$ cat config.mk
export PLATFORM = sky130hd
export DESIGN_NAME = mtg_seeder
export DESIGN_NICKNAME = d
export VERILOG_FILES = /design/src/hw/rtl/mtg_pkg.sv /design/src/hw/rtl/mtg_seeder.sv
export SDC_FILE = /design/constraint.sdc
export NUM_CORES = 1
export LEC_CHECK = 0
export ABC_AREA = 1
export ABC_CLOCK_PERIOD_IN_PS = 8100
export BUFFER_PORTS_ARGS = -buffer_cell sky130_fd_sc_hd__buf_2
export CELL_PAD_IN_SITES_DETAIL_PLACEMENT = 2
export CELL_PAD_IN_SITES_GLOBAL_PLACEMENT = 2
export CORE_ASPECT_RATIO = 0.75
export CORE_MARGIN = 10
export CORE_UTILIZATION = 40
export CTS_CLUSTER_DIAMETER = 150
export DETAILED_ROUTE_END_ITERATION = 8
export GPL_ROUTABILITY_DRIVEN = 0
export GPL_TIMING_DRIVEN = 0
export PLACE_DENSITY = 0.94
export SETUP_SLACK_MARGIN = 0.15
export SYNTH_ARGS = -nofsm -noshare
export SYNTH_HDL_FRONTEND = slang
export SYNTH_SLANG_ARGS = --single-unit
$ cat constraint.sdc
create_clock -name clk -period 8.1 [get_ports clk]
set_input_delay 1.215 -clock clk [delete_from_list [all_inputs] [get_ports clk]]
set_output_delay 1.215 -clock clk [all_outputs]
set_load 0.005 [all_outputs]
$ cat src/hw/rtl/mtg_pkg.sv
// mtg_pkg: shared types, constants and tempering function for the MT19937 generator.
// No dependencies; used by mtg_ram, mtg_seeder, mt19937_generator and the bench.
package mtg_pkg;

  // State array geometry
  localparam int unsigned WORD_W  = 32;
  localparam int unsigned IDX_W   = 10;
  localparam int unsigned N_WORDS = 624;
  localparam int unsigned M_SHIFT = 397;

  localparam logic [IDX_W-1:0] LAST_IDX = IDX_W'(N_WORDS - 1);
  localparam logic [IDX_W-1:0] END_IDX  = IDX_W'(N_WORDS);
  localparam logic [IDX_W-1:0] FAR_OFS  = IDX_W'(M_SHIFT);
  localparam logic [IDX_W-1:0] FAR_WRAP = IDX_W'(N_WORDS - M_SHIFT);

  // Algorithm constants
  localparam logic [WORD_W-1:0] MATRIX_A  = 32'h9908_B0DF;
  localparam logic [WORD_W-1:0] INIT_MULT = 32'h6C07_8965;
  localparam logic [WORD_W-1:0] TEMPER_B  = 32'h9D2C_5680;
  localparam logic [WORD_W-1:0] TEMPER_C  = 32'hEFC6_0000;

  // Command codes
  localparam logic OP_RESEED = 1'b0;
  localparam logic OP_DRAW   = 1'b1;

  typedef enum logic [1:0] {
    ST_IDLE,
    ST_SEED,
    ST_TWIST,
    ST_DRAW_OUT
  } state_t;

  // Controls from the sequencer to the seeding datapath
  typedef struct packed {
    logic load;    // take the seed as the previous word
    logic mul_en;  // register the multiply of the previous word
    logic add_en;  // add the index; result becomes the previous word
  } seed_ctl_t;

  function automatic logic [WORD_W-1:0] temper(input logic [WORD_W-1:0] w);
    logic [WORD_W-1:0] y;
    y = w;
    y = y ^ (y >> 11);
    y = y ^ ((y << 7) & TEMPER_B);
    y = y ^ ((y << 15) & TEMPER_C);
    y = y ^ (y >> 18);
    return y;
  endfunction

endpackage

$ cat src/hw/rtl/mtg_seeder.sv
// mtg_seeder: seeding recurrence w[i] = INIT_MULT * (w[i-1] ^ (w[i-1] >> 30)) + i.
// Each word takes a registered multiply, then an add. Depends on mtg_pkg.
module mtg_seeder (
  input  logic                       clk,
  input  mtg_pkg::seed_ctl_t         ctl,
  input  logic [mtg_pkg::WORD_W-1:0] seed,
  input  logic [mtg_pkg::IDX_W-1:0]  idx,
  output logic [mtg_pkg::WORD_W-1:0] word
);
  import mtg_pkg::*;

  logic [WORD_W-1:0] prev_r;
  logic [WORD_W-1:0] prod_r;
  logic [WORD_W-1:0] sum;

  assign sum  = prod_r + {{(WORD_W-IDX_W){1'b0}}, idx};
  assign word = sum;

  // previous word register
  always_ff @(posedge clk) begin
    if (ctl.load) begin
      prev_r <= seed;
    end else if (ctl.add_en) begin
      prev_r <= sum;
    end
  end

  // multiply stage, low 32 bits kept
  always_ff @(posedge clk) begin
    if (ctl.mul_en) begin
      prod_r <= INIT_MULT * (prev_r ^ (prev_r >> 30));
    end
  end

endmodule

-- Word level (Yosys, flattened, before mapping)
Index checks and enable logic that the tools add are counted.
- register bits after elaboration: 64
- input port bits: 46
- output and inout bits: 32
- word-level logic and storage cells: 8
- $add $sub $neg: 1
- multipliers: 1
- muxes and demuxes: 2
- bitwise gates (word level): 1
- reductions and logical operators: 1
- operators with widths (kind ; count):
    2-to-1 mux 32 bit ; 2
    adder 32 x 10 -> 32 bit ; 1
    multiplier 31 x 32 -> 32 bit, first input constant ; 1
    XOR 32 x 2 -> 32 bit ; 1
    nonzero test 2 bit ; 1

-- Logic depth before layout (Yosys ltp)
Gate-level depths: netlist of the first run.
- depth in word-level cells: 3
- gate-level depth with buffers: 28

-- Worst setup path before layout of the first run
OpenSTA, ideal clock, no wires.
- path kind: register to register
- start point: register prev_r[31]
- end point: register prod_r[31], data pin
- library setup time: 0.252 ns
- arrival time: 5.741 ns
- data required time: 7.848 ns
- path slack: 2.107 ns
- cell stages (with the launch flop): 24
- path buffers: 0
- path through: edfxtp_1 > xor2_1 > xor2_1 > inv_1 > ha_1 > inv_1 > fa_1 > fa_1 > fa_1 > inv_1 > fa_1 > inv_1 > fa_1 > fa_1 > inv_1 > ha_1 > inv_1 > nor3_1 > nand2_1 > or2_2 > nand3_1 > inv_1 > nand2_1 > nand2_1
- word-level cells in the longest chain between the ends: 2
- RTL lines (item ; line ; source):
    start: declaration ; mtg_seeder.sv:12 ; logic [WORD_W-1:0] prev_r;
    start signal: assignment ; mtg_seeder.sv:24 ; prev_r <= sum;
    XOR 32 x 2 -> 32 bit ; mtg_seeder.sv:31 ; prod_r <= INIT_MULT * (prev_r ^ (prev_r >> 30));
    multiplier 31 x 32 -> 32 bit ; mtg_seeder.sv:31 ;
    end signal: assignment ; mtg_seeder.sv:31 ;
    end: declaration ; mtg_seeder.sv:13 ; logic [WORD_W-1:0] prod_r;
No other way between the ends.
A chain may end at the register's enable or synchronous reset.

-- Final worst setup path of the first run
Ends and elaborated chain as after synthesis.

==> results of run 1 <==
==> worst paths after layout <==
kind,startpoint,end,slack (ns),cells after the start
setup / recovery,prev_r[31]$_DFFE_PP_,prod_r[31]$_DFFE_PP_,0.49,23
hold / removal,prod_r[0]$_DFFE_PP_,prev_r[0]$_DFFE_PP_,0.76,3
setup reg to reg,prev_r[31]$_DFFE_PP_,prod_r[31]$_DFFE_PP_,0.49,23
hold reg to reg,prod_r[0]$_DFFE_PP_,prev_r[0]$_DFFE_PP_,0.76,3
==> flip-flops by register name (all words and copies together) (netlist names) <==
name	cells
prev_r	32
prod_r	32
==> through the flow <==
stage / TNS [ns] / utilization
3_5_place_dp: -0.003392 / 0.4406
6_report: 0 / 0.4541
5_1_grt: 0 / 0.4540
2_1_floorplan: 0 / -
4_1_cts: 0 / 0.4524
3_3_place_gp: 0 / 0.4406
==> worst max-delay path, delay by kind of cell, from the launching register on <==
| kind | cells | cell delay [ns] |
|---|---|---|
| xor+xnor | 2 | 0.80 |
| simple gates | 6 | 1.07 |
| flops | 1 | 0.56 |
| buf+inv | 7 | 0.76 |
| fa+ha+maj | 8 | 4.12 |
==> kinds of logic after synthesis <==
| kind of cell | Yosys count |
|---|---|
| AND/OR/NAND/NOR | 404 |
| adder cells (fa/ha/maj) | 366 |
| buffers and inverters | 305 |
| AO/OA/AOI/OAI | 85 |
| XOR/XNOR | 66 |
| flip-flops | 64 |
==> layout by cell type (no fill, tap or decap), drive strengths merged <==
cell type | synthesis | final
buf | 2 | 81
xnor2 | 23 | 23
ha | 219 | 219
inv | 297 | 298
nand3 | 48 | 48
diode | 0 | 1
fa | 147 | 147
o31ai | 1 | 1
and2 | 1 | 1
a21boi | 3 | 3
nor2 | 57 | 57
a211oi | 1 | 1
clkbuf | 5 | 14
edfxtp | 64 | 64
clkinv | 1 | 4
clkinvlp | 0 | 1
o211ai | 2 | 2
nand3b | 3 | 3
a31oi | 1 | 1
bufinv | 0 | 2
nand2 | 258 | 258
o21ai | 25 | 25
a21oi | 39 | 39
nor3 | 12 | 12
xor2 | 43 | 43
nor4 | 4 | 4
nand4 | 14 | 14
or2 | 7 | 7
a221oi | 1 | 1
a31o | 1 | 1
o21bai | 5 | 5
a21o | 6 | 6
==> what timing repair did <==
action,in CTS,in global routing
resized for setup,1,3
gates cloned,0,0
endpoints found under the setup margin,1,1
setup buffers,0,3
==> per-layer routing <==
layer  vias up  track usage  routed length (µm)
met5         -            0                   0
met4         0       0.1762                3642
met3       210      0.05618                3721
met2       552       0.5326               27370
met1      5271       0.3250               20250
li1       4243            -                   -
==> area by class of cell <==
| class | count | area [µm²] |
|---|---|---|
| fill | 3119 | 15420 |
| multi-input combinational | 921 | 8541 |
| sequential | 64 | 1922 |
| inverter | 298 | 1122 |
| tap | 385 | 481.7 |
| timing repair buffer | 79 | 402.9 |
| clock buffer | 9 | 225.2 |
| clock inverter | 7 | 102.6 |
| buffer | 7 | 28.78 |
| antenna | 1 | 2.502 |
==> results.md, run 1 <==
- Count of buffers from port buffering: 76
- Worst path cell trace: xor2_4 > xor2_1 > inv_1 > ha_1 > inv_1 > fa_1 > fa_1 > fa_1 > inv_1 > fa_1 > inv_1 > fa_1 > fa_1 > inv_1 > ha_1 > inv_1 > nor3_1 > nand2_1 > or2_2 > nand3_1 > inv_1 > nand2_1 > nand2_1
- Synthesized-area fraction occupied by ao, oa, aoi and oai cells: 0.04245
- Biggest fanout along the worst timing path: 6
- Worst slew pin tran: ~1 ns
- Final standard cell count with taps included and fillers excluded: between 1500 and 2000
- Layout cells sized above 1: 0.09603
- RSZ-0062 raised after global routing: no
- Root buffer selected by CTS: clkbuf_16
- CP arrival: 7.69 ns
- Clock Path Buffers: 2
- Adder-cell share of the synthesized area: 0.4906
- Clock latency at the later pin of the worst-skew pair: between 0.3 and 0.4 ns
- Simple-Gate Fraction of Synth Area: 0.1495
- Number of antenna violations at the first check in global routing: 0
- Crit-path max cell delay: between 0.5 and 0.6 ns
- Starting density of the core: 0.4100
- Worst-case setup slack after placement: -0.003392 ns
- Die Span X: around 220 µm
- Die outline area: 0.03624 mm²
- Final Net Count: around 1800
- Router iterations before antenna repair: 5
- Violation count after the first detailed-routing iteration: roughly 850
- Overall via count from detail_route: roughly 10000
- EDFF count, synth: 64
- Result of the run: finished clean
- Cell mode on critical path: inv_1
- Leading post-synthesis cells by cell area: fa_1, ha_1, edfxtp_1
- Post-detailed-placement cell area: about 0.012 mm²
- HPWL after DPL: around 41 mm
- Top flip-flop cell by instance count after synthesis: edfxtp_1
- Commonest cells in the netlist: inv_1, nand2_1, ha_1, fa_1, edfxtp_1
- Post-Syn Nets: 1702
- Tot GR Track Use: 0.2985
- Slew Limit Fails: 0
- Synth top area share: 0.2541
- Number of buffers added by the clock tree synthesis step: 9
- Count of antenna-violating nets left after detailed routing: 0
- Post-layout worst setup margin: just under 0.5 ns
- Synthesized cell area: between 0.01 and 0.015 mm²
- Finish-stage setup viols: 0
- Clock transition at the registers of the reported paths: 0.07 ns
- Critical Path Source Type: flip-flop
- Worst hold margin: approximately 0.76 ns
- Remaining routing DRC violations: 0
- Post-synthesis to final-layout area growth: 10.75%
- Clock Sinks: 64
- Slowest CP cell: fa_1
- Final period demand of the worst path: between 7 and 8 ns
- Dominant cell by count in the synthesized netlist: inv_1
- Mapped Avg Cell Area: approximately 9 µm²
- Main combinational cell family by area after synthesis: adder cells
- Count of different cell masters after synthesis: 42
- Achievable Freq: about 130 MHz
- Worst Setup End Kind: flip-flop
- Placed Instances: 1751
- Average wire length per cell after detail routing: between 30 and 40 µm
- Max-Slew Margin vs Limit: 0.3223
- Clock tree from TritonCTS: done
- CTS HTree Levels: 3
- Fraction of synthesized area in multiplexers: 0
- IO Count: 78
- Yosys reg bits: between 60 and 70
- Sequential area share after synthesis: 0.1659
- Worst hold-check path type: reg2reg
- Synthesized-area fraction occupied by xor and xnor cells: 0.05250
- GRT Residual Overflow: 0
- Cell count after synthesis: between 1000 and 1500
- Drt via density: a little under 6
- Count of max-cap constraint violations: 0
- Detailed Route WL: between 50 and 60 mm
- Data required time at the worst endpoint: slightly above 8 ns
- Global-route wire length before repair: ~81 mm
- Fin Clk Skew: about 0.025 ns
- Asr flop ratio synth: 0
- Vias in the first global route: roughly 12000
- Layout Cell Area excl Fill: around 0.013 mm²
- Synthesis warning total: 0
- Number of hold buffers added after cts: 0
- Final critical-path share of the clock period: 0.9389
- Dominant cell type by area after synthesis: fa_1
- Critical path start-end classification: reg2reg
- Pin count of the biggest net entering global routing: 33
- Die height: about 170 µm
- Site Rows: 53
- Core area: 0.02825 mm²
- Final Hold Vio Count: 0
Power of run 1 is not shown: default switching activity piles up to over one toggle a cycle in this logic, so the estimate is an artifact.
==> inputs of run 2 (changes only) <==
ABC_CLOCK_PERIOD_IN_PS = 8400   (was 8100)
CTS_BUF_LIST = sky130_fd_sc_hd__clkbuf_8   (was not set)
clock period = 8.4 ns   (was 8.1 ns; I/O delays follow)
==> run 2 against run 1 <==
Against the previous run:
- utilization down 0.52 points
- sequential share of layout area is 0.17 points higher
- via count is 0.68% lower
- wire length decreased by 3.1%
- final area fell by 1.1%
- die area stayed put
- clock skew is 0.012 ns higher
- sequential cell count unchanged
- largest cell class unchanged
- critical path depth is the same
- non-clock buffer count fell by 3
==> results.md, run 2 (synthesis results as in run 1) <==
- Result of the run: finished clean
- Count of buffers from port buffering: 76
- Number of hold buffers added after cts: 0
- Count of antenna-violating nets left after detailed routing: 0
- Resize count post-CTS: 0
- Slew Limit Fails: 0
- Drt via density: 5.773
- Die outline area: between 0.03 and 0.04 mm²
- Pin count of the biggest net entering global routing: 33
- Tot GR Track Use: 0.2908
- Achievable Freq: 127.4 MHz
- Critical Path Source Type: flip-flop
- Clock latency at the later pin of the worst-skew pair: between 0.4 and 0.5 ns
- Data required time at the worst endpoint: 8.49 ns
- Router iterations before antenna repair: 5
- Final Net Count: 1789
- Post-synthesis to final-layout area growth: 9.484%
- Worst hold-check path type: reg2reg
- Core area: 0.02825 mm²
- Global-route wire length before repair: about 80 mm
- Root buffer selected by CTS: clkbuf_8
- Count of max-cap constraint violations: 0
- RSZ-0062 raised after global routing: no
- Setup_tns: 0 ns
- GRT Residual Overflow: 0
- Clock tree from TritonCTS: done
- HPWL after DPL: just over 40 mm
- Average wire length per cell after detail routing: between 30 and 40 µm
- Buffers inserted during post-CTS setup optimization: 0
- Violation count after the first detailed-routing iteration: 840
- Remaining routing DRC violations: 0
- Starting density of the core: 0.4100
- Detailed-routing wirelength on met1: between 15 and 20 mm
- Vias in the first global route: ~12000
- Clock Path Buffers: 2
- CTS HTree Levels: 3
- Max-Slew Margin vs Limit: 0.3274
- Clock Sinks: 64
- Die height: 167.4 µm
- Top metal layer carrying routed signals: met4
- Site Rows: 53
- IO Count: between 70 and 80
- Critical path start-end classification: reg2reg
- Registers with the most flip-flops: prev_r: 32 flops, prod_r: 32 flops
- Finish-stage setup viols: 0
- Final period demand of the worst path: a little under 8 ns
- Most common library cell in the layout ignoring fill and taps: inv_1
- WL met2: around 27 mm
- CP arrival: about 8 ns
- Worst slew pin tran: 1.009 ns
- Met3 WL: about 3.6 mm
- Worst Setup End Kind: flip-flop
- Die Span X: approximately 220 µm
- Number of buffers added by the clock tree synthesis step: 9
- Number of antenna violations at the first check in global routing: 1
- Detailed Route WL: about 53 mm
- Final critical-path share of the clock period: 0.9344
- Final-layout fill cell count: ~3100
- Commonest cells after routing, fill and taps aside: inv_1, nand2_1, ha_1, fa_1, buf_2
- Fin Clk Skew: about 0.037 ns
- Clock transition at the registers of the reported paths: roughly 0.10 ns
- Layout cells sized above 1: 0.09262
- Final Hold Vio Count: 0
- Biggest fanout along the worst timing path: 6
- Overall via count from detail_route: ~10000
run 2: final timing paths:
check / from / end / slack, ns / cells after the start
setup / recovery: prev_r[31]$_DFFE_PP_ / prod_r[31]$_DFFE_PP_ / 0.55 / 23
hold / removal: prod_r[31]$_DFFE_PP_ / prev_r[31]$_DFFE_PP_ / 0.72 / 3
setup reg to reg: prev_r[31]$_DFFE_PP_ / prod_r[31]$_DFFE_PP_ / 0.55 / 23
hold reg to reg: prod_r[31]$_DFFE_PP_ / prev_r[31]$_DFFE_PP_ / 0.72 / 3
run 2: area by class of cell:
class | count | area (µm²) | share of cell area
Multi-Input combinational cell | 921 | 8522 | 0.6720
Sequential cell | 64 | 1922 | 0.1515
Inverter | 298 | 1119 | 0.08820
Tap cell | 385 | 481.7 | 0.03798
Timing Repair Buffer | 76 | 380.4 | 0.02999
Clock buffer | 9 | 123.9 | 0.009767
Clock inverter | 7 | 102.6 | 0.008090
Buffer | 7 | 28.78 | 0.002269
Antenna cell | 1 | 2.502 | 0.0001973
run 2: worst max-delay path, cell delays in order (launching register included):
cell	delay, ns
edfxtp_1	0.54
xor2_2	0.82
xor2_1	0.14
inv_1	0.43
ha_1	0.33
inv_1	0.09
fa_1	0.43
fa_1	0.55
fa_1	0.55
inv_1	0.11
fa_1	0.56
inv_1	0.06
fa_1	0.56
fa_1	0.59
inv_1	0.07
ha_1	0.38
inv_1	0.12
nor3_1	0.38
nand2_1	0.13
or2_2	0.31
nand3_1	0.13
inv_1	0.07
nand2_1	0.07
nand2_1	0.13
run 2: routing by layer:
metal  GRT usage  vias up
li1            -     4231
met1      0.3231     5241
met2      0.5220      531
met3     0.05311      203
met4      0.1492        0
met5           0        -
run 2: stage by stage:
step	util	hold slack (ns)	cell area, µm²	std cells	setup WS, ns
finish	0.4489	0.7204	12680	1768	0.5512
floorplan	-	0.6095	11580	1290	2.407
CTS	0.4486	0.7230	12670	1767	0.1924
global placement	0.4406	0.6687	12450	1751	0.7007
detailed placement	0.4406	0.6938	12450	1751	0.2966
global route	0.4489	0.7515	12680	1768	0.3329
Power of run 2 is left out for the same reason.
